### config.mk
export PLATFORM = sky130hd
export DESIGN_NAME = msps_ctrl
export DESIGN_NICKNAME = d
export VERILOG_FILES = /design/src/hw/rtl/msps_pkg.sv /design/src/hw/rtl/msps_ctrl.sv
export SDC_FILE = /design/constraint.sdc
export NUM_CORES = 1
export LEC_CHECK = 0
export BUFFER_PORTS_ARGS = -buffer_cell sky130_fd_sc_hd__buf_4
export CORE_AREA = 2 2 39 41
export DETAILED_ROUTE_END_ITERATION = 8
export DIE_AREA = 0 0 41 43
export SYNTH_ARGS = -nofsm -noshare
export SYNTH_HDL_FRONTEND = slang
export SYNTH_SLANG_ARGS = --single-unit
### constraint.sdc
create_clock -name clk -period 1.8 [get_ports clk]
set_input_delay 0.27 -clock clk [delete_from_list [all_inputs] [get_ports clk]]
set_output_delay 0.27 -clock clk [all_outputs]
set_load 0.005 [all_outputs]
### src/hw/rtl/msps_pkg.sv
`default_nettype none

package msps_pkg;

	localparam logic [1:0] OP_PUSH = 2'd0;
	localparam logic [1:0] OP_POP  = 2'd1;
	localparam logic [1:0] OP_MOVE = 2'd2;

	localparam logic [1:0] ST_OK    = 2'd0;
	localparam logic [1:0] ST_EMPTY = 2'd1;
	localparam logic [1:0] ST_FULL  = 2'd2;

	typedef struct packed {
		logic [1:0]         func;
		logic [3:0]         stack_id;
		logic [3:0]         source_stack;
		logic signed [31:0] push_value;
	} in_item_t;

	typedef struct packed {
		logic signed [31:0] pop_value;
		logic [1:0]         status;
	} out_item_t;

	// controller to datapath
	typedef struct packed {
		logic accept;
		logic push_wr;
		logic move_wr;
		logic node_rd;
		logic pop_wb;
		logic emit_full;
		logic emit_empty;
	} cmd_t;

	// datapath to controller
	typedef struct packed {
		logic [1:0] func;
		logic       dst_ok;
		logic       src_ok;
		logic       same_stack;
		logic       ne_dst;
		logic       ne_src;
		logic       full;
		logic       out_free;
	} stat_t;

endpackage

`default_nettype wire

### src/hw/rtl/msps_ctrl.sv
`default_nettype none

module msps_ctrl (
	input  wire logic           clk,
	input  wire logic           arst_n,
	input  wire logic           in_valid,
	output logic                in_ready,
	input  wire msps_pkg::stat_t st,
	output msps_pkg::cmd_t      cmd
);

	typedef enum logic [1:0] {
		S_IDLE,
		S_EXEC,
		S_POP_WB
	} state_t;

	state_t state_q;
	state_t state_nxt;

	assign in_ready = (state_q == S_IDLE);

	always_comb begin
		cmd = '0;
		state_nxt = state_q;
		unique case (state_q)
			S_IDLE: begin
				if (in_valid) begin
					cmd.accept = 1'b1;
					state_nxt = S_EXEC;
				end
			end
			S_EXEC: begin
				unique case (st.func)
					msps_pkg::OP_PUSH: begin
						if (!st.dst_ok) begin
							state_nxt = S_IDLE;
						end else if (st.full) begin
							// result has to wait for room in the output register
							if (st.out_free) begin
								cmd.emit_full = 1'b1;
								state_nxt = S_IDLE;
							end
						end else begin
							cmd.push_wr = 1'b1;
							state_nxt = S_IDLE;
						end
					end
					msps_pkg::OP_POP: begin
						if (!st.dst_ok || !st.ne_dst) begin
							if (st.out_free) begin
								cmd.emit_empty = 1'b1;
								state_nxt = S_IDLE;
							end
						end else begin
							cmd.node_rd = 1'b1;
							state_nxt = S_POP_WB;
						end
					end
					msps_pkg::OP_MOVE: begin
						if (st.dst_ok && st.src_ok && !st.same_stack && st.ne_src) begin
							cmd.move_wr = 1'b1;
						end
						state_nxt = S_IDLE;
					end
					default: begin
						state_nxt = S_IDLE;
					end
				endcase
			end
			S_POP_WB: begin
				if (st.out_free) begin
					cmd.pop_wb = 1'b1;
					state_nxt = S_IDLE;
				end
			end
			default: begin
				state_nxt = S_IDLE;
			end
		endcase
	end

	always_ff @(posedge clk or negedge arst_n) begin
		if (!arst_n) begin
			state_q <= S_IDLE;
		end else begin
			state_q <= state_nxt;
		end
	end

endmodule

`default_nettype wire

# Word level (Yosys, flattened, before mapping)
# Index checks and enable logic that the tools add are counted.
# Widths: inputs -> output; s select.
dict set report op_classes {
  n_mux 25
  reduce_logical 9
  n_eq_ne 5
}
# operator n
set ops {}
lappend ops {{$mux 1} 16}
lappend ops {{$mux 2} 6}
lappend ops {{$pmux 2 s3} 1}
lappend ops {{$eq 2x1->1 const B} 2}
lappend ops {{$eq 2x2->1 const B} 2}
lappend ops {{$logic_not 2->1} 2}
lappend ops {{$pmux 2 s2} 1}
lappend ops {{$logic_and 1x1->1} 3}
lappend ops {{$logic_not 1->1} 3}
lappend ops {{$mux 3} 1}
lappend ops {{$ne 2x2->1 const B} 1}
lappend ops {{$logic_or 1x1->1} 1}
dict set report word_totals {
  inputBits 12
  ff_bits 2
  out_inout_bits 8
  wordCells 40
}

# Depth between registers and ports, before layout
dict set report logic_depth {
  ltp_word 6
  depth_mapped 3
  mapped_depth_nobuf 2
}

# Worst setup path after synthesis
# Ideal clock, no wire load.
dict set report synth_path {
  kind {reg2out}
  from {reg state_q[1]}
  to {out cmd[0] in the netlist's numbering}
  path_stages_with_launch 4
  n_path_buf 1
  path_slack_ns 0.373
  required_ns 1.530
  arrival_time_ns 1.157
  cell_sequence {dfrtp_1 or3b_1 buf_6 a211oi_1}
}
# element line_no
set synth_rtl {}
lappend synth_rtl {{start, declared} msps_ctrl.sv:18} ;# state_t state_q;
lappend synth_rtl {{start signal, assigned} msps_ctrl.sv:87} ;# state_q <= state_nxt;
lappend synth_rtl {{end, declared} msps_ctrl.sv:9} ;# output msps_pkg::cmd_t cmd

==> results_dict.tcl <==
set metrics [dict create \
    core_um2 1380 \
    slew_headroom_pct 83.7 \
    layout-drive-gt1-share_pct 53.2 \
    floorplan.initialDensity_pct 14.6 \
    post_drt_wl_per_cell_um 9.00 \
    clkPwrFrac_pct 45.4 \
    syn_to_final_growth_pct 95.7 \
    cts_made_buffers 3 \
    critPathKind "flop to output port" \
    p_switching_w 0.0000523 \
    worstPathRequired_ns 1.53 \
    fin_tns_setup_ns 0 \
    syn-num-nets 36 \
    gp_congestion 0.663 \
    timing.fmax_ghz 0.591 \
    holdCritPathClass "input pin to flop" \
    die_w_um 41 \
    htreeDepth 1 \
    gr-usage-all-layers_pct 7.74 \
    timing.critical_path.slowest_cell_delay_ns 0.44 \
    grt_overflow 0 \
    tightest_slew_ns 0.244 \
    num_rows 14 \
    utilization_pct 28.7 \
    cts-root-buf "clkbuf_4" \
    ant_nets 0 \
    drtPass1Iterations 2 \
    syn_avg_cell_area_um2 8.45 \
    cts.sinks 2 \
    endpoint_kind "output port" \
    die_h_um 43 \
    grt_pass1_wl_um 917 \
    dieArea_um2 1760 \
    drc_errors 0 \
    hpwl_um 486 \
    synth-seq-cells 2 \
    grt_antenna_before_repair 0 \
    reg2reg_slack_ns 0.55 \
    p_leak_nw 0.202 \
    vias_per_cell 4.19 \
    top_register "state_q" \
    fin_crit_ns 1.69 \
    cp.arrival_ns 1.42 \
    post_cts_buffers 0 \
    place_area_um2 362 \
    portBuffers 19 \
    ys_warn_count 0 \
    powerDensity_nw_per_um2 537 \
    cts_max_path_buffers 2 \
    status "finished, final reports clean" \
    start_kind "flop" \
    p_seq_share_pct 24.2 \
    setup_violations 0 \
    hold_violations 0 \
    clock_latency_ns 0.22 \
    worst_slack_ns 0.108 \
    largest_reg_flops 2 \
    crit_path_top_delay_cell "or3b_4" \
    ir_drop_uv 328 \
    dp_slack_ns 0.263 \
    grt_pass1_vias 239 \
    crit_fanout 6 \
    finalCritPeriodShare_pct 94.0 \
    sw_frac_of_total_pct 24.5 \
    hold_ws_ns 0.291 \
    vias 264 \
    grt_setup_unrepaired "false" \
    grt_max_degree 7 \
    power_frac_comb_pct 30.4 \
    maxCapViolCount 0 \
    syn_inst 24 \
    path_cells "or3b_4 -> a211oi_1 -> buf_4" \
    synth.cell_area_um2 203 \
    p_int_w 0.000161 \
    fin_skew_ns 0.00302 \
    diodes 0 \
    fin_area_um2 397 \
    ys_types 16 \
    cts_tree "built" \
    design.portCount 20 \
    mostFrequentLayoutCells "20 x buf_4, 3 x inv_1, 3 x clkbuf_4" \
    largestRegisters "state_q: 2 flops" \
    path_clk_slew_ns 0.03 \
    report.final.slew_viol_count 0 \
    final_common_cell "buf_4" \
    yosysSeqAreaShare_pct 24.7 \
    finalWirelength_um 567 \
    drtIter0Drc 2 \
    finalNetCount 61 \
]
## worst max-delay path, delay by kind of cell, from the launching register on
kind            cells  cell delay (ns)
compound gates      1             0.23
flops               1             0.38
simple gates        1             0.44
buf+inv             1             0.15
## power by group through the flow
stage	Combinational [W]	Sequential, W	Clock (W)
floorplan	0.0000282	0.0000516	0
global placement	0.0000625	0.0000515	0
global route	0.0000719	0.0000520	0.000108
detailed placement	0.0000625	0.0000518	0
finish	0.0000649	0.0000515	0.0000967
CTS	0.0000643	0.0000513	0.000101
## routing by layer
metal / track usage, % / vias up / share of wire (%)
li1: - / 136 / -
met3: 4.71 / 0 / 9.3
met2: 10.9 / 10 / 47
met4: 2.00 / 0 / 0
met1: 9.68 / 118 / 44
met5: 0 / - / 0
## cells in the mapped netlist
cell / count / area (um^2)
o32ai_1: 1 / 8.76
and3_1: 2 / 12.5
nand3_1: 1 / 5.00
o41ai_4: 1 / 27.5
dfrtp_1: 2 / 50.1
inv_1: 3 / 11.3
nand2_1: 2 / 7.51
or3b_1: 2 / 17.5
buf_6: 1 / 11.3
nand4b_1: 1 / 8.76
nand2b_1: 1 / 6.26
nor2_1: 2 / 7.51
a211oi_1: 1 / 7.51
nor4_1: 1 / 6.26
nor3_1: 2 / 10.0
a21oi_1: 1 / 5.00
## stage by stage
step            power, W  instances
6_report        0.000213         63
3_3_place_gp    0.000114         59
5_1_grt         0.000232         63
2_1_floorplan  0.0000798         24
3_5_place_dp    0.000114         59
4_1_cts         0.000217         63
## final timing paths
kind,from,to,cells past startpoint
max reg2reg,state_q[0]$_DFFE_PN0P_,state_q[0]$_DFFE_PN0P_,2
min reg2reg,state_q[0]$_DFFE_PN0P_,state_q[1]$_DFFE_PN0P_,1
min in group asynchronous,arst_n,state_q[0]$_DFFE_PN0P_,2
min,st[0],state_q[0]$_DFFE_PN0P_,2
max in group asynchronous,arst_n,state_q[1]$_DFFE_PN0P_,2
max,state_q[0]$_DFFE_PN0P_,cmd[0],3
## cell families (layout without fill, tap and decap cells)
group,count (synthesis),count (layout),share of synthesized area (%)
and+or+nand+nor,14,14,40.1
DFF,2,2,24.7
buffers and inverters,4,27,11.1
AOI/OAI and AO/OA,4,4,24.1
## final cells by class
type | instances | area, um^2
Timing Repair Buffer | 21 | 160
Tap cell | 16 | 20.0
Inverter | 3 | 11.3
Multi-Input combinational cell | 18 | 133
Fill cell | 159 | 987
Clock buffer | 3 | 22.5
Sequential cell | 2 | 50.0
## repair_timing
item | 4_1_cts | 5_1_grt
hold endpoints to repair | 2 | 0
resized for setup | 0 | 1
setup endpoints to repair | 0 | 1
hold buffers | 1 | 0
No activity file was read; power rests on OpenSTA's default activity.
